## src/rtl/core/fdtc_pkg.sv

```systemverilog
`timescale 1ns / 1ps

package fdtc_pkg;

  // datapath micro-operations issued by the controller
  typedef enum logic [4:0] {
    OP_NOP,
    OP_LOAD,
    OP_PRE,
    OP_MUL_XZ,
    OP_P_LD,
    OP_MUL_RE,
    OP_R_LD,
    OP_MUL_IM,
    OP_R_ADD,
    OP_SQRT_P,
    OP_SP_LD,
    OP_SQRT_R,
    OP_SR_LD,
    OP_MUL_RESP,
    OP_MUL_IMSP,
    OP_DIV_MUL,
    OP_RE_LD,
    OP_IM_LD,
    OP_DIV_T,
    OP_T_LD,
    OP_SOLVE,
    OP_MUL_S1,
    OP_Q_LD,
    OP_Q_ADD,
    OP_DIV_Q,
    OP_FIN,
    OP_OUT
  } op_t;

  // datapath status back to the controller
  typedef struct packed {
    logic case1;
    logic r_gt_p;
    logic base_pos;
    logic div_busy;
    logic sqrt_busy;
    logic out_free;
  } status_t;

  localparam logic [1:0] CLS_ODD    = 2'd0;
  localparam logic [1:0] CLS_DOUBLE = 2'd1;
  localparam logic [1:0] CLS_VOLUME = 2'd2;

  localparam logic [63:0] RATIO_CAP = 64'h0000_0100_0000_0000;

endpackage

```

## src/rtl/core/fdtc_ctrl.sv

```systemverilog
`timescale 1ns / 1ps

module fdtc_ctrl (
  input  logic             clk,
  input  logic             rst_n,
  input  logic             in_valid,
  output logic             in_stall,
  input  fdtc_pkg::status_t st,
  output fdtc_pkg::op_t     op
);
  import fdtc_pkg::*;

  typedef enum logic [34:0] {
    S_IDLE  = 35'd1 << 0,
    S_PRE   = 35'd1 << 1,
    S_MXZ   = 35'd1 << 2,
    S_PLD   = 35'd1 << 3,
    S_MRE   = 35'd1 << 4,
    S_RLD   = 35'd1 << 5,
    S_MIM   = 35'd1 << 6,
    S_RADD  = 35'd1 << 7,
    S_CHK   = 35'd1 << 8,
    S_SQP   = 35'd1 << 9,
    S_WSQP  = 35'd1 << 10,
    S_SPLD  = 35'd1 << 11,
    S_SQR   = 35'd1 << 12,
    S_WSQR  = 35'd1 << 13,
    S_SRLD  = 35'd1 << 14,
    S_MRESP = 35'd1 << 15,
    S_DVRE  = 35'd1 << 16,
    S_WDVRE = 35'd1 << 17,
    S_RELD  = 35'd1 << 18,
    S_MIMSP = 35'd1 << 19,
    S_DVIM  = 35'd1 << 20,
    S_WDVIM = 35'd1 << 21,
    S_IMLD  = 35'd1 << 22,
    S_DVT   = 35'd1 << 23,
    S_WDVT  = 35'd1 << 24,
    S_TLD   = 35'd1 << 25,
    S_SOLVE = 35'd1 << 26,
    S_MS1   = 35'd1 << 27,
    S_QLD   = 35'd1 << 28,
    S_MIMQ  = 35'd1 << 29,
    S_QADD  = 35'd1 << 30,
    S_DVQ   = 35'd1 << 31,
    S_WDVQ  = 35'd1 << 32,
    S_FIN   = 35'd1 << 33,
    S_DONE  = 35'd1 << 34
  } state_t;

  state_t state_r, state_nxt;
  logic   scaled_r, scaled_nxt;

  assign in_stall = (state_r != S_IDLE);

  always_comb begin
    state_nxt  = state_r;
    scaled_nxt = scaled_r;
    op         = OP_NOP;
    unique case (state_r)
      S_IDLE: begin
        if (in_valid) begin
          op        = OP_LOAD;
          state_nxt = S_PRE;
        end
      end
      S_PRE: begin
        op         = OP_PRE;
        scaled_nxt = 1'b0;
        state_nxt  = st.case1 ? S_DONE : S_MXZ;
      end
      S_MXZ:  begin op = OP_MUL_XZ; state_nxt = S_PLD;  end
      S_PLD:  begin op = OP_P_LD;   state_nxt = S_MRE;  end
      S_MRE:  begin op = OP_MUL_RE; state_nxt = S_RLD;  end
      S_RLD:  begin op = OP_R_LD;   state_nxt = S_MIM;  end
      S_MIM:  begin op = OP_MUL_IM; state_nxt = S_RADD; end
      S_RADD: begin op = OP_R_ADD;  state_nxt = S_CHK;  end
      S_CHK: begin
        state_nxt = (st.r_gt_p && !scaled_r) ? S_SQP : S_DVT;
      end
      S_SQP:  begin op = OP_SQRT_P; state_nxt = S_WSQP; end
      S_WSQP: begin if (!st.sqrt_busy) state_nxt = S_SPLD; end
      S_SPLD: begin op = OP_SP_LD;  state_nxt = S_SQR;  end
      S_SQR:  begin op = OP_SQRT_R; state_nxt = S_WSQR; end
      S_WSQR: begin if (!st.sqrt_busy) state_nxt = S_SRLD; end
      S_SRLD: begin op = OP_SR_LD;  state_nxt = S_MRESP; end
      S_MRESP: begin op = OP_MUL_RESP; state_nxt = S_DVRE; end
      S_DVRE: begin op = OP_DIV_MUL; state_nxt = S_WDVRE; end
      S_WDVRE: begin if (!st.div_busy) state_nxt = S_RELD; end
      S_RELD: begin op = OP_RE_LD;  state_nxt = S_MIMSP; end
      S_MIMSP: begin op = OP_MUL_IMSP; state_nxt = S_DVIM; end
      S_DVIM: begin op = OP_DIV_MUL; state_nxt = S_WDVIM; end
      S_WDVIM: begin if (!st.div_busy) state_nxt = S_IMLD; end
      S_IMLD: begin
        op         = OP_IM_LD;
        scaled_nxt = 1'b1;
        state_nxt  = S_MRE;
      end
      S_DVT:  begin op = OP_DIV_T;  state_nxt = S_WDVT; end
      S_WDVT: begin if (!st.div_busy) state_nxt = S_TLD; end
      S_TLD:  begin op = OP_T_LD;   state_nxt = S_SOLVE; end
      S_SOLVE: begin op = OP_SOLVE; state_nxt = S_MS1; end
      S_MS1:  begin op = OP_MUL_S1; state_nxt = S_QLD;  end
      S_QLD:  begin op = OP_Q_LD;   state_nxt = S_MIMQ; end
      S_MIMQ: begin op = OP_MUL_IM; state_nxt = S_QADD; end
      S_QADD: begin
        op        = OP_Q_ADD;
        state_nxt = st.base_pos ? S_DVQ : S_FIN;
      end
      S_DVQ:  begin op = OP_DIV_Q;  state_nxt = S_WDVQ; end
      S_WDVQ: begin if (!st.div_busy) state_nxt = S_FIN; end
      S_FIN:  begin op = OP_FIN;    state_nxt = S_DONE; end
      S_DONE: begin
        if (st.out_free) begin
          op        = OP_OUT;
          state_nxt = S_IDLE;
        end
      end
      default: state_nxt = S_IDLE;
    endcase
  end

  always_ff @(posedge clk) begin
    if (!rst_n) begin
      state_r  <= S_IDLE;
      scaled_r <= 1'b0;
    end else begin
      state_r  <= state_nxt;
      scaled_r <= scaled_nxt;
    end
  end

endmodule

```

## config.mk

```make
export PLATFORM = sky130hd
export DESIGN_NAME = fdtc_ctrl
export DESIGN_NICKNAME = d
export VERILOG_FILES = /design/src/rtl/core/fdtc_pkg.sv /design/src/rtl/core/fdtc_ctrl.sv
export SDC_FILE = /design/constraint.sdc
export NUM_CORES = 1
export LEC_CHECK = 0
export ABC_AREA = 1
export CORE_MARGIN = 5
export CORE_UTILIZATION = 50
export CTS_CLUSTER_DIAMETER = 200
export DETAILED_ROUTE_END_ITERATION = 8
export DONT_BUFFER_PORTS = 1
export PLACE_DENSITY = 0.64
export SLEW_MARGIN = 10
export SYNTH_ARGS = -nofsm -noshare
export SYNTH_HDL_FRONTEND = slang
export SYNTH_SLANG_ARGS = --single-unit
```

## constraint.sdc

```tcl
create_clock -name clk -period 3.1 [get_ports clk]
set_input_delay 0.155 -clock clk [delete_from_list [all_inputs] [get_ports clk]]
set_output_delay 0.155 -clock clk [all_outputs]
set_load 0.1 [all_outputs]
```

==> flow_metrics.py, run 1 <==
metrics = {
    "synthesis": {
        "synth-edff-count": 0,
        "synth_cell_types": 27,
        "yosys.area.top_type": "dfxtp_1",
        "syn_nets": 361,
        "synth_top_area_frac": 0.313,
        "synthTopCellsByCount": "nand2_1, inv_1, nor2_1, dfxtp_1, nor2_2",
        "ys.flop_type": "dfxtp_1",
        "yosys_warnings": 0,
        "syn_area_per_cell_um2": 6.54,
        "synth_area_leaders": "dfxtp_1, nand2_1, nor2_2",
        "seq_area_frac_synth": 0.313,
        "syn_inst": 352,
        "syn_area_mm2": 0.00230,
        "ys_ff_latch": 36,
        "post-synth-top-count-cell": "nand2_1",
        "async_flop_share": 0,
    },
    "global_routing": {
        "grt_start_max_net_pins": 24,
        "grt_pass1_wl_mm": 9.34,
        "grt_pass1_vias": 2004,
        "grtUsageTotal": 0.194,
        "antenna_found_initial": 0,
        "grt-ovfl-total": 0,
    },
    "cts": {
        "cts_resized": 0,
        "cts_buffers": 5,
        "clk_latency_ns": 0.29,
        "clock_sinks": 36,
        "cts_root_buffer": "clkbuf_8",
        "cts_tree": "done",
        "htreeDepth": 2,
        "cts_buffer_depth": 2,
        "path_clk_slew_ns": 0.07,
    },
    "sta": {
        "worstMarginPinSlew_ns": 0.817,
        "period_share": 0.863,
        "finalSetupViolCount": 0,
        "slew_headroom": 0.455,
        "worst_hold_slack_ns": 0.00588,
        "fmax_ghz": 0.374,
        "drv_slew": 0,
        "worst_slack_ns": 0.423,
        "rsz0062_at_grt": "false",
        "final_hold_viol_count": 0,
        "fin_crit_ns": 2.68,
        "tns_ns": 0,
        "skew_ns": 0.00494,
    },
    "pwr": {
        "ir_worst_vdd_v": 0.000742,
        "power_density_mw_per_mm2": 870,
        "leakage_nw": 1.32,
        "power_mw": 2.16,
    },
    "floorplanning": {
        "dieArea_mm2": 0.00606,
        "start_util": 0.522,
        "core_mm2": 0.00441,
        "die_w_um": 77.9,
        "fp-row-count": 24,
        "dieHeight_um": 77.9,
        "io_pins": 15,
    },
    "drt": {
        "firstDrtPassIters": 4,
        "vias": 2108,
        "ant_nets": 0,
        "first_iter_violations": 139,
        "wl_per_cell_um": 13.1,
        "drt-total-wl_mm": 5.46,
        "vias_per_cell": 5.07,
        "drc": 0,
    },
    "critical_path": {
        "crit_path_top_delay_cell": "nor2_2",
        "cp.required_ns": 3.27,
        "crit_path_start": "state_r[31]",
        "rr_endpoint": "state_r[28]",
        "worst-path-stages": 13,
        "cp_max_fo": 23,
        "reg2reg_from": "state_r[31]",
        "arrival_ns": 2.85,
        "path_buf_inv": 0,
        "endpoint_kind": "flip-flop",
        "ff2ff_setup_slack_ns": 0.42,
        "path_class": "flip-flop to flip-flop",
        "crit_chain": "nor2_2 > nand2_1 > nor2_4 > nand2_4 > nor2_4 > nand2_1 > nand2_1 > nand2_1 > nand3_1 > nor2_2 > nand4_2 > nand2_4 > nor2_1",
        "r2r_cells": 13,
        "max_stage_delay_ns": 0.66,
        "crit_family": "simple AND/OR/NAND/NOR gates",
        "crit_top_cell": "nand2_1",
        "start_kind": "flip-flop",
    },
    "finish": {
        "fin_nets": 372,
        "drive_gt1_frac": 0.203,
        "area_delta_synth_final_pct": 8.10,
        "seqCellArea_um2": 721,
        "diodes": 0,
        "multi_input_area_mm2": 0.00131,
        "fillerInstances": 453,
        "fin_util": 0.564,
    },
    "flow_run": {
        "drv_cap": 0,
    },
    "run_status": {
        "outcome": "complete, no violations",
    },
    "hold_path": {
        "min-delay-start": "rst_n",
        "hp-class": "input port to flip-flop",
        "hold_end": "state_r[14]",
        "min_path_cells": 2,
    },
    "place": {
        "numPortBuffers": 0,
        "place.gp.congestion": 0.877,
        "dp_worst_setup_slack_ns": 0.453,
        "dp_hpwl_mm": 4.31,
    },
}
[flip-flops by register name (all words and copies together) (netlist names)]
register and count:
scaled_r 1, state_r 35
[cells by family (layout without fill, tap and decap cells)]
kind of cell           after synthesis  in the layout  synth area share
DFF                                 36             36             0.313
AOI/OAI and AO/OA                   18             18            0.0419
and+or+nand+nor                    236            236             0.526
buffers and inverters               62             74             0.120
[layout make-up]
type	instances	area share
clock buffers	8	0.0362
well taps	52	0.0261
multi-input cells	254	0.525
flip-flops and latches	36	0.290
inverters	57	0.0860
repair buffers	9	0.0372
[repair_timing]
action                                  in CTS  in global routing
setup buffers                                0                  0
hold buffers                                 3                  0
endpoints found under the hold margin        4                  0
endpoints found under the setup margin       0                  0
[per-layer routing]
| layer | vias to the layer above | GRT usage | share of wire |
|---|---|---|---|
| met5 | - | 0 | 0 |
| met4 | 0 | 0.0876 | 0.028 |
| met3 | 15 | 0.0359 | 0.042 |
| met2 | 42 | 0.311 | 0.45 |
| met1 | 933 | 0.252 | 0.48 |
| li1 | 1118 | - | - |
[worst max-delay path by stage]
stage,to,slack [ns]
floorplan,op[1],0.44
global placement,state_r[27],0.50
detailed placement,state_r[28],0.45
CTS,state_r[28],0.44
global route,state_r[28],0.16
finish,state_r[28],0.42
[cell usage in the layout, fill, tap and decap left out, drive strengths merged]
| cell | n |
|---|---|
| inv | 57 |
| a221oi | 1 |
| nor3 | 17 |
| dfxtp | 36 |
| a21oi | 4 |
| o211ai | 1 |
| o21ai | 12 |
| nor2 | 89 |
| buf | 5 |
| dlygate4sd3 | 3 |
| clkbuf | 9 |
| and2 | 1 |
| nand2 | 93 |
| nand4 | 11 |
| nor3b | 2 |
| nand3 | 16 |
| nor4 | 5 |
| and3 | 2 |
[power by group]
group | internal (mW) | switching (mW) | total [mW]
sequential | 0.501 | 0.0268 | 0.528
combinational | 0.332 | 0.961 | 1.29
clock | 0.181 | 0.164 | 0.345
[stage by stage]
step	cells	instance area, um^2
2_1_floorplan	352	2300
3_3_place_gp	405	2370
3_5_place_dp	405	2370
4_1_cts	416	2490
5_1_grt	416	2490
6_report	416	2490
[worst reg2reg max path, delay by kind of cell, from the launching register on]
| family | cells | cell delay [ns] |
|---|---|---|
| AND/OR/NAND/NOR | 13 | 2.19 |
| flip-flops | 1 | 0.36 |
Note: power is estimated with default switching activity, not from simulation.
==> run 2, diff against run 1 <==
Settings changed: ABC_AREA 1 to not set.
==> run 2 against run 1 <==
  * First-iteration DRC count rose by 40%
  * Sequential cell count did not move
  * Combinational power fell by 71%
  * Core utilization rose by 6.2 points
  * Register-to-register slack got worse by 0.20 ns
  * Synthesized cell count fell by 28%
  * Clock power rose by 2%
  * Final cell count fell by 17%
  * Hold slack improved by 0.012 ns
  * Largest cell class unchanged
==> flow_metrics.py, run 2 <==
metrics = {
    "synthesis": {
        "yosys.area.top_type": "dfxtp_1",
        "syn_inst": 253,
        "synthTopCellsByCount": "nor2_1, dfxtp_1, nor3_1, nand2_1, nand4_1",
        "yosys_warnings": 0,
        "synth_cell_types": 44,
        "synth-edff-count": 0,
        "syn_nets": 262,
        "seq_area_frac_synth": 0.328,
        "ys_ff_latch": 36,
        "synth_area_leaders": "dfxtp_1, nor2_1, nor4_4",
        "ys.flop_type": "dfxtp_1",
        "syn_area_mm2": 0.00220,
        "async_flop_share": 0,
        "post-synth-top-count-cell": "nor2_1",
        "synth_top_area_frac": 0.328,
        "syn_area_per_cell_um2": 8.69,
    },
    "critical_path": {
        "cp_max_fo": 11,
        "start_kind": "flip-flop",
        "cp.required_ns": 2.94,
        "arrival_ns": 2.85,
        "endpoint_kind": "output port",
        "path_class": "flip-flop to output port",
    },
    "finish": {
        "top_register": "state_r",
        "drive_gt1_frac": 0.245,
        "final_cell_mix": "nor2_1, dfxtp_1, buf_4",
        "largest_register_ffs": 35,
        "fin_nets": 302,
        "fillerInstances": 392,
        "final_cells": 346,
        "diodes": 0,
        "layout_commonest_cell": "nor2_1",
        "reg.largest.list": "state_r (35), scaled_r (1)",
        "area_delta_synth_final_pct": 22.9,
    },
    "sta": {
        "fin_crit_ns": 3.00,
        "slew_headroom": 0.556,
        "fmax_ghz": 0.333,
        "final_hold_viol_count": 0,
        "skew_ns": 0.00608,
        "worstMarginPinSlew_ns": 0.660,
        "drv_slew": 0,
        "worst_slack_ns": 0.0974,
        "finalSetupViolCount": 0,
        "period_share": 0.969,
    },
    "place": {
        "dp_worst_setup_slack_ns": -0.0263,
        "place.gp.congestion": 0.943,
        "dp_cells": 331,
        "numPortBuffers": 0,
        "dp_hpwl_mm": 4.57,
    },
    "global_routing": {
        "grt_pass1_wl_mm": 9.84,
        "grt-ovfl-total": 0,
        "grtUsageTotal": 0.210,
        "grt_pass1_vias": 1987,
        "grt_start_max_net_pins": 22,
        "antenna_found_initial": 0,
    },
    "pwr": {
        "power_density_mw_per_mm2": 445,
        "leakage_nw": 0.989,
        "seqPwrFrac": 0.399,
        "switching_share": 0.354,
        "internal_power_mw": 0.777,
        "ir_worst_vdd_v": 0.000247,
        "power_mw": 1.20,
        "power_switching_mw": 0.426,
        "power_frac_clock": 0.293,
        "pwr-share-comb": 0.308,
    },
    "cts": {
        "path_clk_slew_ns": 0.08,
        "cts_tree": "done",
        "htreeDepth": 2,
        "cts_root_buffer": "clkbuf_8",
        "clk_latency_ns": 0.29,
        "clock_sinks": 36,
        "cts_buffers": 5,
        "cts_buffer_depth": 2,
    },
    "drt": {
        "vias_per_cell": 6.15,
        "wl_per_cell_um": 17.2,
        "drt-total-wl_mm": 5.96,
        "ant_nets": 0,
        "first_iter_violations": 194,
        "vias": 2129,
        "firstDrtPassIters": 6,
        "drc": 0,
    },
    "floorplanning": {
        "dieArea_mm2": 0.00583,
        "core_mm2": 0.00432,
        "io_pins": 15,
        "die_w_um": 76.3,
        "fp-row-count": 24,
        "start_util": 0.509,
        "dieHeight_um": 76.3,
    },
    "run_status": {
        "outcome": "complete, no violations",
    },
    "hold_path": {
        "hp-class": "input port to flip-flop",
    },
    "flow_run": {
        "drv_cap": 0,
    },
}
[run 2: cell families (layout without fill, tap and decap cells)]
family,count (synthesis),in the layout,synth area share
AND/OR/NAND/NOR,175,175,0.526
flip-flops,36,36,0.328
AO/OA/AOI/OAI,27,27,0.103
buffers and inverters,12,53,0.0319
XOR/XNOR,3,3,0.0119
[run 2: final cells by class]
cell class,count,area [um^2],area share
clock buffer,7,86.3,0.0319
clock inverter,1,7.51,0.00278
inverter,6,22.5,0.00833
multi-input combinational,205,1420,0.527
sequential,36,721,0.267
tap,52,65.1,0.0241
timing repair buffer,39,378,0.140
[run 2: what timing repair did]
item / 4_1_cts / 5_1_grt
hold buffers: 4 / 0
resized for setup: 0 / 4
hold endpoints to repair: 3 / 0
setup buffers: 2 / 1
cloned: 0 / 0
pin swaps: 1 / 3
setup endpoints to repair: 7 / 3
[run 2: routing by layer]
metal / vias to the layer above / global-route usage / share of wire
met1: 973 / 0.307 / 0.46
met2: 81 / 0.278 / 0.41
li1: 1054 / - / -
met5: - / 0 / 0
met4: 0 / 0.112 / 0.043
met3: 21 / 0.0520 / 0.081
[run 2: path summary, 6_finish.rpt]
path / slack (ns) / cells past startpoint / start / end
setup / recovery: 0.1 / 9 / state_r[32] / op[0]
setup reg to reg: 0.22 / 9 / state_r[28] / state_r[13]
hold reg to reg: 0.47 / 1 / scaled_r / state_r[9]
hold / removal: 0.02 / 2 / st[5] / state_r[34]
[run 2: power by group through the flow]
stage | clock network, mW | registers, mW | logic [mW]
after floorplan | 0 | 0.487 | 0.238
final | 0.353 | 0.480 | 0.370
after detailed placement | 0 | 0.490 | 0.351
after global routing | 0.389 | 0.481 | 0.393
after global placement | 0 | 0.489 | 0.352
after CTS | 0.361 | 0.479 | 0.366
[run 2: stage by stage]
stage / TNS (ns) / instance area (um^2) / hold WS [ns] / util
2_1_floorplan: 0 / 2200 / 0.234 / -
3_3_place_gp: -0.00354 / 2530 / 0.236 / 0.586
3_5_place_dp: -0.0487 / 2530 / 0.237 / 0.586
4_1_cts: 0 / 2680 / 0.0126 / 0.620
5_1_grt: -0.00365 / 2700 / 0.0103 / 0.625
6_report: 0 / 2700 / 0.0183 / 0.625
[run 2: worst max-delay path, cell delays in order (launching register included)]
cell and delay, ns:
dfxtp_1 0.48, nor3_4 0.11, nand4_4 0.19, buf_4 0.18
nor3_1 0.07, buf_4 0.14, a2111oi_1 0.49, o2111ai_1 0.25
or3_1 0.44, buf_12 0.19
